### config.mk
export PLATFORM = sky130hd
export DESIGN_NAME = positional_list_engine_unit
export DESIGN_NICKNAME = d
export VERILOG_FILES = /design/src/rtl/pleu_pkg.sv /design/src/rtl/positional_list_engine_unit.sv /design/src/rtl/pleu_ram.sv
export SDC_FILE = /design/constraint.sdc
export NUM_CORES = 2
export LEC_CHECK = 0
export BUFFER_PORTS_ARGS = -buffer_cell sky130_fd_sc_hd__clkbuf_2
export CAP_MARGIN = 20
export CORE_UTILIZATION = 40
export DETAILED_ROUTE_END_ITERATION = 12
export HOLD_SLACK_MARGIN = 0.02
export PLACE_DENSITY_LB_ADDON = 0.2
export SYNTH_ARGS = -nofsm -noshare
export SYNTH_HDL_FRONTEND = slang
export SYNTH_SLANG_ARGS = --single-unit
### constraint.sdc
create_clock -name clock -period 9.6 [get_ports clock]
set_clock_uncertainty 0.15 [all_clocks]
set_input_delay 0.96 -clock clock [delete_from_list [all_inputs] [get_ports clock]]
set_output_delay 0.96 -clock clock [all_outputs]
set_load 0.05 [all_outputs]
### src/rtl/pleu_pkg.sv
`timescale 1ns / 1ps
`default_nettype none

package pleu_pkg;

   // Default number of list entries.
   localparam int CAPACITY_DEF = 64;

   // Field widths of one request and one response.
   localparam int OP_W    = 2;
   localparam int POS_W   = 8;
   localparam int VALUE_W = 32;
   localparam int LEN_W   = 7;
   localparam int STAT_W  = 2;

   // Packed stream widths, rounded up to whole bytes.
   localparam int REQ_BITS  = OP_W + POS_W + VALUE_W;
   localparam int REQ_DATA_W = ((REQ_BITS + 7) / 8) * 8;
   localparam int RSP_BITS  = VALUE_W + LEN_W + STAT_W;
   localparam int RSP_DATA_W = ((RSP_BITS + 7) / 8) * 8;

   typedef logic [OP_W-1:0]   op_type;
   typedef logic [STAT_W-1:0] status_type;

   // Operation codes.
   localparam op_type OP_INSERT = 2'd0;
   localparam op_type OP_DELETE = 2'd1;
   localparam op_type OP_GET    = 2'd2;

   // Status codes.
   localparam status_type ST_OK    = 2'd0;
   localparam status_type ST_RANGE = 2'd1;
   localparam status_type ST_FULL  = 2'd2;

endpackage

`default_nettype wire

### src/rtl/positional_list_engine_unit.sv
`timescale 1ns / 1ps
`default_nettype none

// Positional list engine. The block holds an ordered list of up to CAPACITY
// signed 32-bit values, addressed by 1-based position, in a single
// synchronous RAM. Each request transfer carries one operation: insert a
// value at position 1 to length+1, delete the entry at position 1 to length,
// or get the entry at a position. Exactly one response transfer follows each
// request; it carries the value read by a successful get (zero otherwise),
// the list length after the operation, and a status of ok, position out of
// range, or list full. A rejected operation leaves the list untouched. The
// block works on one request at a time. Inserts and deletes move the tail of
// the list through the RAM one entry per cycle, bounded by the single write
// port. The RAM needs no clearing after reset: only entries below the
// current length are ever read. A finished response waits in an output
// register, so the request side can be idle again while the downstream
// side stalls, until the next response is ready.
module positional_list_engine_unit
   import pleu_pkg::*;
#(
   parameter int CAPACITY = CAPACITY_DEF
) (
   input  wire logic                  clock,
   input  wire logic                  reset,
   // Fields from bit 0 up: operation[1:0], position[9:2], value[41:10].
   input  wire logic [REQ_DATA_W-1:0] req_tdata,
   input  wire logic                  req_tvalid,
   output logic                       req_tready,
   // Fields from bit 0 up: read_value[31:0], length[38:32], status[40:39].
   output logic      [RSP_DATA_W-1:0] rsp_tdata,
   output logic                       rsp_tvalid,
   input  wire logic                  rsp_tready
);

   localparam int AW    = $clog2(CAPACITY);
   localparam int CNT_W = $clog2(CAPACITY + 1);
   localparam int CMP_W = ((CNT_W > POS_W) ? CNT_W : POS_W) + 1;

   // Sequencer states.
   localparam logic [2:0] S_IDLE  = 3'd0;
   localparam logic [2:0] S_SHIFT = 3'd1;
   localparam logic [2:0] S_FINAL = 3'd2;
   localparam logic [2:0] S_GETRD = 3'd3;
   localparam logic [2:0] S_RESP  = 3'd4;

   logic [2:0]            state_ff, state_in;
   logic [CNT_W-1:0]      count_ff, count_in;
   logic [CNT_W-1:0]      idx_ff, idx_in;
   logic [CNT_W-1:0]      end_ff, end_in;
   logic                  ins_ff, ins_in;
   logic                  wv_ff, wv_in;
   logic [AW-1:0]         wa_ff, wa_in;
   logic [VALUE_W-1:0]    val_ff, val_in;
   logic [VALUE_W-1:0]    res_value_ff, res_value_in;
   status_type            res_status_ff, res_status_in;
   logic                  rsp_valid_ff, rsp_valid_in;
   logic [RSP_DATA_W-1:0] rsp_data_ff, rsp_data_in;

   // Request fields.
   op_type                req_op;
   logic [POS_W-1:0]      req_pos;
   logic [VALUE_W-1:0]    req_value;
   logic [CMP_W-1:0]      pos_ext;
   logic [CMP_W-1:0]      cnt_ext;
   logic                  ins_range;
   logic                  acc_range;
   logic                  list_full;
   logic                  req_fire;

   // RAM port signals.
   logic                  wr_en;
   logic [AW-1:0]         wr_addr;
   logic [VALUE_W-1:0]    wr_data;
   logic [AW-1:0]         rd_addr;
   logic [VALUE_W-1:0]    rd_data;

   assign req_op    = req_tdata[OP_W-1:0];
   assign req_pos   = req_tdata[OP_W +: POS_W];
   assign req_value = req_tdata[OP_W+POS_W +: VALUE_W];

   assign pos_ext   = CMP_W'(req_pos);
   assign cnt_ext   = CMP_W'(count_ff);
   // Insert may address one place past the end; delete and get may not.
   assign ins_range = (req_pos == '0) || (pos_ext > cnt_ext + CMP_W'(1));
   assign acc_range = (req_pos == '0) || (pos_ext > cnt_ext);
   assign list_full = (count_ff == CNT_W'(CAPACITY));

   assign req_tready = (state_ff == S_IDLE);
   assign req_fire   = req_tvalid && req_tready;

   assign rsp_tvalid = rsp_valid_ff;
   assign rsp_tdata  = rsp_data_ff;

   pleu_ram #(
      .WIDTH (VALUE_W),
      .DEPTH (CAPACITY)
   ) u_entries (
      .clock   (clock),
      .wr_en   (wr_en),
      .wr_addr (wr_addr),
      .wr_data (wr_data),
      .rd_addr (rd_addr),
      .rd_data (rd_data)
   );

   always_comb begin
      state_in      = state_ff;
      count_in      = count_ff;
      idx_in        = idx_ff;
      end_in        = end_ff;
      ins_in        = ins_ff;
      wv_in         = 1'b0;
      wa_in         = wa_ff;
      val_in        = val_ff;
      res_value_in  = res_value_ff;
      res_status_in = res_status_ff;
      rsp_valid_in  = rsp_valid_ff && !rsp_tready;
      rsp_data_in   = rsp_data_ff;

      // A pending shift write lands in the cycle after its read was issued.
      wr_en   = wv_ff;
      wr_addr = wa_ff;
      wr_data = rd_data;
      rd_addr = AW'(pos_ext - CMP_W'(1));

      case (state_ff)
         S_IDLE: begin
            if (req_fire) begin
               res_value_in  = '0;
               res_status_in = ST_RANGE;
               state_in      = S_RESP;
               case (req_op)
                  OP_INSERT: begin
                     if (ins_range) begin
                        res_status_in = ST_RANGE;
                     end else if (list_full) begin
                        res_status_in = ST_FULL;
                     end else begin
                        // Walk from the end down to the insert point.
                        res_status_in = ST_OK;
                        idx_in        = count_ff;
                        end_in        = CNT_W'(pos_ext - CMP_W'(1));
                        ins_in        = 1'b1;
                        val_in        = req_value;
                        count_in      = count_ff + CNT_W'(1);
                        state_in      = S_SHIFT;
                     end
                  end
                  OP_DELETE: begin
                     if (!acc_range) begin
                        // Walk from the gap up to the last entry.
                        res_status_in = ST_OK;
                        idx_in        = CNT_W'(pos_ext - CMP_W'(1));
                        end_in        = count_ff - CNT_W'(1);
                        ins_in        = 1'b0;
                        count_in      = count_ff - CNT_W'(1);
                        state_in      = S_SHIFT;
                     end
                  end
                  OP_GET: begin
                     if (!acc_range) begin
                        res_status_in = ST_OK;
                        state_in      = S_GETRD;
                     end
                  end
                  default: begin
                     res_status_in = ST_RANGE;
                  end
               endcase
            end
         end
         S_SHIFT: begin
            if (idx_ff != end_ff) begin
               wv_in = 1'b1;
               wa_in = idx_ff[AW-1:0];
               if (ins_ff) begin
                  rd_addr = AW'(idx_ff - CNT_W'(1));
                  idx_in  = idx_ff - CNT_W'(1);
               end else begin
                  rd_addr = AW'(idx_ff + CNT_W'(1));
                  idx_in  = idx_ff + CNT_W'(1);
               end
            end else begin
               state_in = ins_ff ? S_FINAL : S_RESP;
            end
         end
         S_FINAL: begin
            wr_en    = 1'b1;
            wr_addr  = end_ff[AW-1:0];
            wr_data  = val_ff;
            state_in = S_RESP;
         end
         S_GETRD: begin
            res_value_in = rd_data;
            state_in     = S_RESP;
         end
         S_RESP: begin
            if (!rsp_valid_ff || rsp_tready) begin
               rsp_valid_in = 1'b1;
               rsp_data_in  = RSP_DATA_W'({res_status_ff, LEN_W'(count_ff), res_value_ff});
               state_in     = S_IDLE;
            end
         end
         default: begin
            state_in = S_IDLE;
         end
      endcase
   end

   always_ff @(posedge clock) begin
      if (reset) begin
         state_ff     <= S_IDLE;
         count_ff     <= '0;
         wv_ff        <= 1'b0;
         rsp_valid_ff <= 1'b0;
      end else begin
         state_ff     <= state_in;
         count_ff     <= count_in;
         wv_ff        <= wv_in;
         rsp_valid_ff <= rsp_valid_in;
      end
      idx_ff        <= idx_in;
      end_ff        <= end_in;
      ins_ff        <= ins_in;
      wa_ff         <= wa_in;
      val_ff        <= val_in;
      res_value_ff  <= res_value_in;
      res_status_ff <= res_status_in;
      rsp_data_ff   <= rsp_data_in;
   end

   // The list never holds more than its capacity.
   assert property (@(posedge clock) disable iff (reset)
      count_ff <= CNT_W'(CAPACITY))
      else $error("list length exceeds capacity");

   // Every RAM write lands inside the list as it stands after the operation.
   assert property (@(posedge clock) disable iff (reset)
      wr_en |-> (CNT_W'(wr_addr) < count_ff))
      else $error("RAM write outside the list");

   // The length changes only in the cycle after a request transfer.
   assert property (@(posedge clock) disable iff (reset)
      (!$past(reset) && !$past(req_fire)) |-> $stable(count_ff))
      else $error("length changed without a request");

   // A new response appears only when the sequencer leaves its response state.
   assert property (@(posedge clock) disable iff (reset)
      (!$past(reset) && $rose(rsp_valid_ff)) |-> ($past(state_ff) == S_RESP))
      else $error("response raised outside the response state");

   // No shift write may still be pending while a new request is taken.
   assert property (@(posedge clock) disable iff (reset)
      req_fire |-> !wv_ff)
      else $error("request taken with a shift write pending");

endmodule

`default_nettype wire

### src/rtl/pleu_ram.sv
`timescale 1ns / 1ps
`default_nettype none

module pleu_ram #(
   parameter int WIDTH = 32,
   parameter int DEPTH = 64
) (
   input  wire logic                     clock,
   input  wire logic                     wr_en,
   input  wire logic [$clog2(DEPTH)-1:0] wr_addr,
   input  wire logic [WIDTH-1:0]         wr_data,
   input  wire logic [$clog2(DEPTH)-1:0] rd_addr,
   output logic      [WIDTH-1:0]         rd_data
);

   logic [WIDTH-1:0] mem [DEPTH];

   always_ff @(posedge clock) begin
      if (wr_en) begin
         mem[wr_addr] <= wr_data;
      end
      rd_data <= mem[rd_addr];
   end

endmodule

`default_nettype wire

**Word-level counts from Yosys, hierarchy flattened**

Memory sizes are Yosys's and may differ from the RTL's. A register that Yosys moved wholly into a read port is not among the register bits.
Cells that the tools add are included.

- Flip-flop bits (word level): 140
- Memory bits (writable): 2,048
- Output and inout port bits: 50
- Memories kept: 1

Memory list:

| memory | words | width | read ports | clocked after Yosys merged registers in | wr ports | RTL line | text |
|---|---|---|---|---|---|---|---|
| u_entries.mem | 64 | 32 | 1 | 1 | 1 | pleu_ram.sv:16 | `logic [WIDTH-1:0] mem [DEPTH];` |

- $add $sub $neg: 6
- Order comparisons: 2
- Equal/unequal tests: 19
- Multiplexer cells: 46
- Bitwise gates (word level): 3
- Reductions and logical operators: 24

Operators by type and width:

| operator | number |
|---|---|
| two-way mux 7 bit | 11 |
| two-way mux 32 bit | 2 |
| one-hot mux 32 bit (2 select lines) | 1 |
| one-hot mux 7 bit (2 select lines) | 4 |
| two-way mux 3 bit | 8 |
| two-way mux 6 bit | 4 |
| subtractor 7 x 1 -> 7 bit, second input constant | 3 |
| adder 7 x 1 -> 7 bit, second input constant | 2 |
| inequality test 2 bit, second input constant | 6 |
| one-hot mux 3 bit (4 select lines) | 1 |
| two-way mux 1 bit | 10 |
| inequality test 3 bit, second input constant | 3 |
| one-hot mux 3 bit (3 select lines) | 1 |
| adder 7 x 1 -> 8 bit, second input constant | 1 |
| greater-than comparator 8 x 7 -> 1 bit | 1 |
| greater-than comparator 8 bit | 1 |
| logical NOT 8 bit | 1 |
| AND reduction 2 bit | 4 |
| equality test 7 bit, second input constant | 1 |
| inequality test 7 bit | 1 |
| AND reduction 7 bit | 1 |
| equality test 3 x 2 -> 1 bit, second input constant | 2 |
| AND reduction 6 bit | 1 |
| nonzero test 2 bit | 3 |
| other kinds (18) | 27 |

**Depth between registers and ports, before layout**

- Word-level depth: 7
- Depth in mapped cells: 15
- Gate-level depth less buffers: 13

**Cells and area by module**

A second synthesis with hierarchy kept.

- Cell total of the unflattened synthesis: 3,992
- Area, all modules: 85,411.9 µm²

By module, submodules not included:

| module | instances | cells each | area an instance (µm²) |
|---|---|---|---|
| pleu_ram | 1 | 3,503 | 78,710.5 |
| positional_list_engine_unit | 1 | 489 | 6,701.4 |

**Least setup slack after synthesis**

No wires, ideal clock.

- Kind: reg-to-reg
- From: register count_ff[2]
- To: register val_ff[0] (enable)
- Setup time: 0.421 ns
- Arrival: 3.615 ns
- Slack: 5.414 ns
- Cell stages (with the launch flop): 14
- Buffers on the path: 1
- Cells stage by stage: dfxtp_1 clkbuf_1 inv_1 nor3_1 and3_1 xnor2_1 ha_1 a21o_1 a21o_1 a21oi_1 a21oi_1 nor2_1 nand3_1 nor2_1

- Longest elaborated chain between the ends: 5

Ends and longest elaborated chain:

| element | RTL line | text |
|---|---|---|
| start, declared | positional_list_engine_unit.sv:47 | `logic [CNT_W-1:0] count_ff, count_in;` |
| start signal, assigned | positional_list_engine_unit.sv:218 | `count_ff <= count_in;` |
| adder 7 x 1 -> 8 bit | positional_list_engine_unit.sv:84 | `assign ins_range = (req_pos == '0) \|\| (pos_ext > cnt_ext + CMP_W'(1));` |
| greater-than comparator 8 bit | positional_list_engine_unit.sv:84 |  |
| logical OR 1 bit | positional_list_engine_unit.sv:84 |  |
| NOT 1 bit (no line) | - |  |
| AND reduction 5 bit (no line) * | - |  |
| end signal, assigned | positional_list_engine_unit.sv:226 | `val_ff <= val_in;` |
| end, declared | positional_list_engine_unit.sv:53 | `logic [VALUE_W-1:0] val_ff, val_in;` |

Mark *: on every way between the ends. The rest lies on a longest branch, timed or not.
A chain may end at the register's enable or synchronous reset.

**Worst setup path in the final report**

- From: register idx_ff[0]
- To: register u_entries.rd_data[31], read port of u_entries.mem

- Longest elaborated chain between the ends: 4

Ends and longest elaborated chain:

| element | RTL line | text |
|---|---|---|
| start, declared | positional_list_engine_unit.sv:48 | `logic [CNT_W-1:0] idx_ff, idx_in;` |
| start signal, assigned | positional_list_engine_unit.sv:222 | `idx_ff <= idx_in;` |
| adder 7 x 1 -> 7 bit or subtractor 7 x 1 -> 7 bit (tied branches) | - |  |
| two-way mux 6 bit | positional_list_engine_unit.sv:176 | `if (ins_ff) begin` |
| two-way mux 6 bit * | positional_list_engine_unit.sv:173 | `if (idx_ff != end_ff) begin` |
| two-way mux 6 bit * | positional_list_engine_unit.sv:126 | `case (state_ff)` |
| end, declared | pleu_ram.sv:13 | `output logic [WIDTH-1:0] rd_data` |

Marked as above.

==> impl_results.md <==
* Worst hold-check slack at 0.126 ns
* Worst-Margin Slew at 1.19 ns
* Power Dens Cells at 232 nW/µm²
* H-tree depth at 4
* CTS tree: built
* Avg Synthesized Cell Area at 14.5 µm²
* Die width at 470 µm
* Root buf cell: clkbuf_16
* Antenna Nets Post-Route at 0
* Most frequent CP cell: buf_4
* Cell variety after synth at 64
* Worst setup SP type: flop
* Yosys synthesis warning count at 0
* Final-report max-slew violation count at 0
* Outcome: completed
* Vias in the first global route at 49.5k
* Mapped Cells at 6069
* Number of setup buffers added after CTS at 0
* CP Capture Type: flop
* RSZ-0062 raised after global routing: false
* DRT iter0 DRCs at 6347
* Largest net degree at the start of global routing at 153
* Number of vias per cell at 5.72
* Top FF cell, synth: edfxtp_1
* CP Buf/Inv Count at 3
* Initial Util at 40.3%
* Critical-path top delay cell: a2111oi_2
* Sink Count at 2220
* Seq cells post-synth at 2220
* EDFF count, synth at 2176
* Fin. Hold Viols at 0
* Vias at 52.6k
* First-pass GRT wire length at 368000 µm
* Max incr delay on CP at 1.08 ns
* CP cell instances: xnor2_1, nand4_1, o21ai_4, buf_4, mux2i_4, buf_12, buf_4, and3_1, a31oi_1, a2111oi_2, a221oi_1
* CTS buffer count at 215
* Total congestion overflow at 0
* Worst hold-check path type: primary input to flop
* Routed len/inst at 28.4 µm
* Area growth syn-to-layout at 13.0%
* Slew HR at 19.8%
* Max Fanout on Critical Path at 134
* Latest clock arrival within the worst-skew pair at 0.87 ns
* FP Rows at 171
* Setup CP Type: flop to flop
* Residual DRC at 0
* Crit path arrival time at 6.48 ns
* Initial antenna violation count at 16
* Worst EP required at 10.12 ns
* Share of cells above drive strength 1 at 11.2%
* Util after Layout at 45.6%
* CTS Hold Bufs at 0
* Dpl hpwl at 135000 µm
* Longest Clk Path Bufs at 3
* Die Span Y at 470 µm
* Post-synthesis sequential area ratio at 75.5%
* Final Critical Period at 5.97 ns
* Kind of cell adding the most delay to the critical path: buffers and inverters
* IO buf count at 88
* Final nets at 6248
* Count of boundary I/O pins at 102
* Die Area at 221000 µm²
* Mapped Area at 87700 µm²
* Async S/R FF share, synth at 0%
* Total track usage at 23.2%
* GP Congestion at 0.816
* Setup_tns at 0 ns
* Period utilisation layout at 62.2%
* Final WS setup at 3.63 ns
* Max-cap violation count at 0
* FMAX at 168 MHz
* Place WS at 3.65 ns
* Static leakage at 0.0336 µW
* Final setup viols at 0
* VDD IR max at 0.171 mV
* Core area at 218000 µm²
* Post-CTS Resized at 0
* CTS clock-pin slew for the worst setup and hold paths at 0.06 ns
* Pre-antenna DRT Iters at 6
* Post-Route WL at 261000 µm
-- flip-flops by register name, summed over array words and instances, names as in the netlist --
signal and cells:
count_ff 7, end_ff 7, idx_ff 7, ins_ff 1, res_status_ff 2, res_value_ff 32, rsp_tdata 41, rsp_tvalid 1
state_ff 3, u_entries.mem 2048, u_entries.rd_data 32, val_ff 32, wa_ff 6, wv_ff 1
-- worst paths after layout --
path,start,endpoint,slack (ns),cells after the start
max,idx_ff[0],u_entries.rd_data[31],3.63,11
max reg2reg,idx_ff[0],u_entries.rd_data[31],3.63,11
min reg2reg,res_value_ff[7],rsp_tdata[7],0.26,0
min,req_tdata[25],val_ff[15],0.13,1
-- routing by layer --
metal / vias to the layer above / global-route usage [%] / wire length, µm
li1: 23200 / - / -
met1: 27000 / 32.9 / 113000
met2: 2108 / 36.6 / 120000
met3: 307 / 4.01 / 21400
met4: 0 / 6.38 / 6530
met5: - / 0 / 0
-- placed cells by master, fill, tap and decap left out, types with 7 or more instances in the layout --
| master | Yosys | routed |
|---|---|---|
| clkinv_2 | 0 | 33 |
| o21a_1 | 9 | 9 |
| nor4_1 | 67 | 67 |
| a32oi_1 | 7 | 7 |
| and2_1 | 34 | 33 |
| clkbuf_1 | 192 | 53 |
| bufinv_16 | 0 | 14 |
| and3_1 | 224 | 224 |
| a31oi_1 | 56 | 56 |
| inv_1 | 54 | 54 |
| nand4_1 | 21 | 21 |
| buf_4 | 24 | 167 |
| mux2i_1 | 333 | 331 |
| nor3_1 | 15 | 15 |
| o41ai_1 | 31 | 31 |
| clkbuf_16 | 0 | 217 |
| a311oi_1 | 69 | 67 |
| o22ai_1 | 91 | 91 |
| a211oi_1 | 185 | 185 |
| a2111oi_2 | 0 | 13 |
| ha_1 | 25 | 24 |
| mux2_2 | 39 | 38 |
| nor2_4 | 0 | 70 |
| edfxtp_1 | 2176 | 2176 |
| xnor2_1 | 20 | 20 |
| clkinv_1 | 0 | 56 |
| xor2_1 | 9 | 9 |
| o32a_1 | 31 | 31 |
| a2111oi_1 | 0 | 10 |
| conb_1 | 1 | 7 |
| buf_12 | 0 | 21 |
| clkbuf_2 | 1 | 88 |
| a221oi_1 | 29 | 29 |
| o21ai_0 | 22 | 22 |
| nand3_1 | 238 | 238 |
| dfxtp_1 | 44 | 44 |
| a2111oi_0 | 54 | 31 |
| nor2_1 | 106 | 36 |
| a21oi_1 | 216 | 216 |
| nand2_1 | 1396 | 1390 |
-- cell type report --
type                       count  area [µm²]
clock buffer                 271        5640
fill                       18800      118000
tap                         2854        3570
inverter                      54         203
multi-input combinational   3399       20300
sequential                  2220       66200
clock inverter               123        1060
timing repair buffer         281        2190
antenna                        1        2.50
-- stage by stage --
step / cell area (µm²) / total power (µW) / cells
finish: 99200 / 23000 / 9203
detailed placement: 92400 / 15000 / 8803
floorplan: 87700 / 13300 / 6075
global placement: 92300 / 14900 / 8800
CTS: 99100 / 23100 / 9197
global route: 99100 / 23600 / 9202
-- kinds of logic (layout without fill, tap and decap cells) --
family / after synthesis / in the layout / synth area share [%]
AND/OR/NAND/NOR: 2138 / 2138 / 10.6
adder cells (fa/ha/maj): 25 / 25 / 0.357
XOR/XNOR: 29 / 29 / 0.290
flip-flops: 2220 / 2220 / 75.5
other: 1 / 8 / 0.00427
AO/OA/AOI/OAI: 825 / 825 / 6.57
multiplexers: 375 / 375 / 4.38
buffers and inverters: 456 / 729 / 2.26
-- power breakdown --
part / leakage (µW) / switching, µW / total (µW) / internal (µW)
logic: 0.0103 / 2490 / 3160 / 663
registers: 0.0200 / 147 / 11700 / 11500
clock network: 0.00326 / 3630 / 8160 / 4530
-- synthesized netlist by cell type, types with 2 or more instances --
master     count  share of area (%)
a311o_1        4              0.046
xor2_1         9              0.090
a2111oi_0     54               0.54
a221oi_1      29               0.29
nor4_1        67               0.48
o22ai_1       91               0.65
and2_1        34               0.24
a21o_1         4              0.034
o32a_1        31               0.35
xnor2_1       20               0.20
or2_2          5              0.036
a31oi_1       56               0.40
nand3_1      238                1.4
nand4_1       21               0.15
nand2_1     1396                6.0
nand2b_1       6              0.043
and3_1       224                1.6
or3_1          6              0.043
inv_1         54               0.23
edfxtp_1    2176                 74
a311oi_1      69               0.69
ha_1          25               0.36
nor3_1        15              0.086
dfxtp_1       44                1.0
o41ai_1       31               0.31
a32oi_1        7              0.070
o21ai_0       22               0.13
buf_4         24               0.21
a41oi_1        3              0.030
nand4b_1       2              0.020
buf_2        140               0.80
and4_1         2              0.020
nor2b_1        4              0.029
a211oi_1     185                1.6
nor2_1       106               0.45
a32o_1         2              0.023
clkbuf_1     192               0.82
buf_1         44               0.19
mux2i_4        3              0.077
mux2i_1      333                3.8
mux2_2        39               0.50
a21oi_1      216                1.2
o31ai_1        2              0.017
nand3b_1       6              0.051
o21a_1         9              0.077
-- worst register-to-register path, cell delays in order, from the launching register on --
cell,delay (ns)
edfxtp_1,0.54
xnor2_1,0.23
nand4_1,0.18
o21ai_4,0.44
buf_4,0.69
mux2i_4,0.37
buf_12,0.53
buf_4,0.95
and3_1,0.30
a31oi_1,0.06
a2111oi_2,1.08
a221oi_1,0.25
No activity file was read; power rests on OpenSTA's default activity.
